## src/bitmap_block_allocator_top_assert.svh

```systemverilog
// assertion macros for the bitmap block allocator top level
// expects clk_i and rst_ni in the scope of each use
`ifndef BITMAP_BLOCK_ALLOCATOR_TOP_ASSERT_SVH
`define BITMAP_BLOCK_ALLOCATOR_TOP_ASSERT_SVH

// same-cycle implication, checked out of reset
`define BBA_ASSERT_NOW(name, ante, cons, msg) \
  name: assert property (@(posedge clk_i) disable iff (!rst_ni) (ante) |-> (cons)) \
    else $error(msg);

// next-cycle implication, checked out of reset
`define BBA_ASSERT_NEXT(name, ante, cons, msg) \
  name: assert property (@(posedge clk_i) disable iff (!rst_ni) (ante) |=> (cons)) \
    else $error(msg);

`endif

```

## src/bba_pkg.sv

```systemverilog
// shared constants, codes and controller/datapath interface types
// for the bitmap block allocator; no dependencies
package bba_pkg;

  // device and bitmap geometry
  localparam int unsigned MAX_BLOCKS    = 65536;
  localparam int unsigned BLOCK_BYTES   = 4096;
  localparam int unsigned BITS_PER_BYTE = 8;

  // bitmap memory organization: one 64-bit word per row
  localparam int unsigned WORD_BITS = 64;
  localparam int unsigned BIT_W     = $clog2(WORD_BITS);
  localparam int unsigned WORDS     = MAX_BLOCKS / WORD_BITS;
  localparam int unsigned ADDR_W    = (WORDS > 1) ? $clog2(WORDS) : 1;
  localparam int unsigned BLK_W     = $clog2(MAX_BLOCKS);

  // bitmap disk block index shift (bits held by one bitmap disk block)
  localparam int unsigned MAP_SHIFT = $clog2(BITS_PER_BYTE * BLOCK_BYTES);

  // field widths
  localparam int unsigned NUM_W = 16;
  localparam int unsigned TOT_W = 17;
  localparam int unsigned CNT_W = 32;
  localparam int unsigned IDX_W = 2;

  // configuration register indexes
  typedef enum logic [IDX_W-1:0] {
    CFG_DATA_START  = 2'd0,
    CFG_BLOCK_TOTAL = 2'd1,
    CFG_MAP_START   = 2'd2
  } bba_cfg_e;

  // request types
  localparam logic REQ_ALLOC = 1'b0;
  localparam logic REQ_FREE  = 1'b1;

  // result status codes
  localparam logic ST_DONE   = 1'b0;
  localparam logic ST_REJECT = 1'b1;

  // controller to datapath commands
  typedef struct packed {
    logic clr;       // clearing pass, write one zero word
    logic accept;    // latch the incoming request
    logic check;     // range check, read first word
    logic scan;      // examine current word, read the next one
    logic free_wr;   // write back the word with the bit cleared
    logic fail;      // load a rejected result
    logic load_out;  // move the result into the output register
  } bba_cmd_t;

  // datapath to controller status
  typedef struct packed {
    logic clr_last;  // clearing pass at its last word
    logic bad;       // request fails its range check
    logic is_free;   // latched request is a free
    logic found;     // current word has a usable clear bit
    logic at_end;    // current word is the last one in range
  } bba_sts_t;

endpackage

```

## src/bba_ctrl.sv

```systemverilog
// controller of the bitmap block allocator: sequences the clearing pass,
// range check, word search, write-back and result handoff; uses bba_pkg
module bba_ctrl (
  input  logic              clk_i,
  input  logic              rst_ni,
  input  logic              in_valid_i,
  output logic              in_stall_o,
  output logic              out_valid_o,
  input  logic              out_stall_i,
  input  bba_pkg::bba_sts_t sts_i,
  output bba_pkg::bba_cmd_t cmd_o
);
  import bba_pkg::*;

  typedef enum logic [2:0] {
    S_CLEAR,
    S_IDLE,
    S_CHECK,
    S_SCAN,
    S_FREE_WR,
    S_POST
  } state_e;

  state_e state_q, state_d;
  logic   out_valid_q, out_valid_d;
  logic   slot_free;

  // next state and commands
  always_comb begin
    state_d   = state_q;
    cmd_o     = '0;
    slot_free = !out_valid_q || !out_stall_i;
    unique case (state_q)
      S_CLEAR: begin
        cmd_o.clr = 1'b1;
        if (sts_i.clr_last) begin
          state_d = S_IDLE;
        end
      end
      S_IDLE: begin
        if (in_valid_i) begin
          cmd_o.accept = 1'b1;
          state_d      = S_CHECK;
        end
      end
      S_CHECK: begin
        cmd_o.check = 1'b1;
        if (sts_i.bad) begin
          cmd_o.fail = 1'b1;
          state_d    = S_POST;
        end else if (sts_i.is_free) begin
          state_d = S_FREE_WR;
        end else begin
          state_d = S_SCAN;
        end
      end
      S_SCAN: begin
        cmd_o.scan = 1'b1;
        if (sts_i.found) begin
          state_d = S_POST;
        end else if (sts_i.at_end) begin
          cmd_o.fail = 1'b1;
          state_d    = S_POST;
        end
      end
      S_FREE_WR: begin
        cmd_o.free_wr = 1'b1;
        state_d       = S_POST;
      end
      S_POST: begin
        if (slot_free) begin
          cmd_o.load_out = 1'b1;
          state_d        = S_IDLE;
        end
      end
      default: state_d = S_IDLE;
    endcase
    out_valid_d = out_valid_q;
    if (cmd_o.load_out) begin
      out_valid_d = 1'b1;
    end else if (!out_stall_i) begin
      out_valid_d = 1'b0;
    end
  end

  // state and output valid
  always_ff @(posedge clk_i or negedge rst_ni) begin
    if (!rst_ni) begin
      state_q     <= S_CLEAR;
      out_valid_q <= 1'b0;
    end else begin
      state_q     <= state_d;
      out_valid_q <= out_valid_d;
    end
  end

  assign in_stall_o  = (state_q != S_IDLE);
  assign out_valid_o = out_valid_q;

endmodule

```

## config.mk

```make
export PLATFORM = sky130hd
export DESIGN_NAME = bba_ctrl
export DESIGN_NICKNAME = d
export VERILOG_FILES = /design/src/bitmap_block_allocator_top_assert.svh /design/src/bba_pkg.sv /design/src/bba_ctrl.sv
export SDC_FILE = /design/constraint.sdc
export NUM_CORES = 1
export LEC_CHECK = 0
export BUFFER_PORTS_ARGS = -buffer_cell sky130_fd_sc_hd__buf_2
export CAP_MARGIN = 0
export CORE_AREA = 2 2 39 41
export CTS_BUF_LIST = sky130_fd_sc_hd__clkbuf_4 sky130_fd_sc_hd__clkbuf_8 sky130_fd_sc_hd__clkbuf_16
export CTS_CLUSTER_SIZE = 24
export DETAILED_ROUTE_END_ITERATION = 7
export DIE_AREA = 0 0 41 43
export SLEW_MARGIN = 20
export SYNTH_ARGS = -nofsm -noshare
export SYNTH_HDL_FRONTEND = slang
export SYNTH_SLANG_ARGS = --single-unit
```

## constraint.sdc

```tcl
create_clock -name clk_i -period 1.6 [get_ports clk_i]
set_clock_uncertainty 0.15 [all_clocks]
set_input_delay 0.32 -clock clk_i [delete_from_list [all_inputs] [get_ports clk_i]]
set_output_delay 0.32 -clock clk_i [all_outputs]
set_load 0.02 [all_outputs]
```

# Word level (Yosys, flattened, before mapping)
# Index checks and enable logic that the tools add are counted.
[word_totals]
reg_bits = 4
inputBits = 9
out_inout_bits = 9
word_cells = 40
[op_classes]
n_eq_ne = 11
muxes = 22
reduce_logical = 5
[ops]
columns = ["operator", "count"]
rows = [
  ["$mux W3", 7],
  ["$pmux W3 S6", 1],
  ["$mux W1", 13],
  ["$eq A3 B2 Y1 const B", 2],
  ["$eq A3 B3 Y1 const B", 2],
  ["$ne A2 B2 Y1 const B", 3],
  ["$reduce_and A4 Y1", 1],
  ["$eq A3 B1 Y1 const B", 1],
  ["$logic_not A3 Y1", 1],
  ["$ne A3 B1 Y1 const B", 1],
  ["$ne A3 B3 Y1 const B", 1],
  ["$logic_not A1 Y1", 2],
  ["$ne A2 B1 Y1 const B", 1],
  ["$pmux W1 S2", 1],
  ["$logic_or A1 B1 Y1", 1],
]

# Depth between registers and ports, before layout
[logic_depth]
ltp_word = 5
depth_mapped = 5
ltp_nobuf = 3

# Worst setup path after synthesis
# Ideal clock, no wire load.
[synth_path]
path_kind = "flip-flop to output port"
start = "reg state_q[0]"
end = "out cmd_o[1] (netlist name)"
t_arrival_ns = 1.182
required_ns = 1.130
path_slack_ns = -0.052
stages_incl_launch_ff = 4
n_path_buf = 1
path_cell_list = "dfrtp_1 -> buf_6 -> nor3b_2 -> a22o_1"
[synth_rtl]
columns = ["element", "line_no", "source"]
rows = [
  ["from (decl)", "bba_ctrl.sv:24", "state_e state_q, state_d;"],
  ["from (signal assigned)", "bba_ctrl.sv:92", "state_q <= state_d;"],
  ["to (decl)", "bba_ctrl.sv:11", "output bba_pkg::bba_cmd_t cmd_o"],
]

==> flow_metrics.tcl <==
set metrics [dict create \
    met2_length_um 550 \
    cts_tree "done" \
    cp-start-kind "flip-flop" \
    yosysTopAreaCellShare_pct 32.13 \
    path_class "flip-flop to output pin" \
    min_path_type "input pin to flip-flop" \
    failed_checks "setup timing" \
    cts_buffer_depth 2 \
    synth_area_um2 311.5 \
    final_antenna_net_count 0 \
    hold_slack_ps 202.9 \
    rows 14 \
    crit_fanout 4 \
    dieArea_um2 1763 \
    postLayoutCellArea_um2 631.9 \
    dr.pass1.iters 2 \
    grt_max_degree 8 \
    n_fill_cell 141 \
    vias 370 \
    cp.arrival_ps 1290 \
    wire_per_inst_um 11.69 \
    synth_area_leaders "dfrtp_1 (32%), a21oi_1 (6.4%), nor3_2 (6.4%)" \
    fp.dieW_um 41 \
    clock-sinks 4 \
    dpl.hpwl_um 622.5 \
    final_cells 84 \
    p_leak_nw 0.3067 \
    powerDensity_nw_per_um2 2004 \
    grt_pass1_vias 350 \
    fin_nets 79 \
    tightestPinTransition_ps 184.0 \
    max-slew-margin-rel_pct 87.60 \
    start_util_pct 22.51 \
    rr_worst_depth 5 \
    ys_ff_latch 4 \
    synth_nets 45 \
    io_buffers 17 \
    end_kind "output pin" \
    ir_drop_uv 680.4 \
    root_buffer "clkbuf_4" \
    finalWirelength_um 982 \
    numCtsBuffers 3 \
    grtUsageTotal_pct 12.98 \
    fmax_mhz 568.2 \
    drtIter0Drc 1 \
    final_common_cell "buf_4" \
    die_y_um 43 \
    r2r-start "state_q[2]" \
    setup_ws_ps -159.9 \
    finalCritPeriodShare_pct 110.0 \
    syn_area_per_cell_um2 8.654 \
    fin_tns_setup_ps -748.3 \
    vias_per_cell 4.405 \
    num_io_pins 18 \
    multiInputGateArea_um2 219.0 \
    drc 0 \
    place_congestion 0.7725 \
    syn-instance-count 36 \
    grt_pass1_wl_mm 1.490 \
    finalCriticalPeriod_ps 1760 \
    report.power.total_mw 1.266 \
    worstPathRequired_ps 1130 \
    clock_latency_ps 240 \
    area_delta_synth_final_pct 102.8 \
    core_um2 1384 \
    h-tree-depth 1 \
    wl_met3_um 65 \
    placedCellCount 72 \
    register_area_um2 103.9 \
    final_cell_mix "buf_4 (15), buf_2 (9), buf_6 (6)" \
    rsz0062_at_grt "yes" \
    highest_layer "met3" \
    final_layout_size_suffix_gt1_share_pct 73.53 \
    dpl_worst_slack_ps 54.09 \
    antenna-diode-count 0 \
    dpl_cell_area_um2 461.7 \
    finish.utilization_pct 45.66 \
    yosysWarnings 0 \
    seq_area_frac_synth_pct 32.13 \
    setup_violations 8 \
    yosysTopAreaCell "dfrtp_1" \
    drv_slew 0 \
    hold_start "out_stall_i" \
    synth_cell_type_count 24 \
    overflow 0 \
    antenna_found_initial 0 \
    wl_met1_um 366 \
    status "complete, but fails checks" \
    reg2reg_to "state_q[2]" \
    maxCapViolCount 0 \
    finalHoldViolCount 0 \
    clk_pin_slew_ps 50 \
    holdPathStages 3 \
    worstHoldEndpoint "out_valid_o" \
    r2r_slack_ps 170 \
]
worst max-delay path, cell delays in order, from the launching register on:
cell and delay, ps:
dfrtp_2 430, buf_12 140, nor3b_4 170, a22o_1 180, buf_6 120
layout make-up:
| cell class | instances | share of cell area, % |
|---|---|---|
| Clock buffer | 3 | 3.564 |
| Inverter | 3 | 1.782 |
| Multi-Input combinational cell | 26 | 34.65 |
| Sequential cell | 4 | 16.44 |
| Tap cell | 16 | 3.168 |
| Timing Repair Buffer | 32 | 40.40 |
sequential cells by signal (all words and copies together), names as in the netlist:
| signal | flops |
|---|---|
| out_valid_o | 1 |
| state_q | 3 |
metal layers:
metal,track usage [%],vias up
met4,8.000,0
met3,3.665,0
met5,0,-
met1,12.94,172
li1,-,186
met2,21.88,12
power breakdown:
group | switching, mW | internal [mW]
Combinational | 0.392 | 0.523
Sequential | 0.0677 | 0.151
Clock | 0.0477 | 0.0844
cell usage after synthesis:
master and number:
o21bai_1 1, nand3b_1 1, nor2_2 1, buf_6 1, inv_2 1, nand2b_1 1
nor3_1 2, dfrtp_1 4, nand2_1 2, or3b_1 1, nor3b_2 1, a21oi_1 4
a22o_1 1, nor3_2 2, inv_1 2, nor2_1 3, or3_4 1, o21ai_1 1
buf_4 1, nor2b_1 1, o21ai_0 1, o22ai_2 1, and3b_2 1, buf_2 1
worst max path at each step:
stage,from,end,slack (ps),cells after the start
final,state_q[0],cmd_o[1],-160,4
after global routing,state_q[0],cmd_o[1],-210,4
after CTS,state_q[0],cmd_o[1],-190,4
after detailed placement,state_q[0],cmd_o[5],50,4
after global placement,state_q[0],cmd_o[1],60,4
after floorplan,state_q[0],cmd_o[1],30,3
logic make-up (layout without fill, tap and decap cells):
logic type / after synthesis / after routing / share of synthesized area, %
compound gates: 9 / 9 / 18.87
simple gates: 17 / 17 / 37.76
flops: 4 / 4 / 32.13
buf+inv: 6 / 38 / 11.24
timing repair:
action / 4_1_cts / 5_1_grt
hold endpoints to repair: 4 / 0
resized for setup: 14 / 9
pin swaps: 3 / 1
hold buffers: 1 / 0
endpoints found under the setup margin: 8 / 8
setup buffers: 6 / 2
Power figures use the tool's default switching activity.
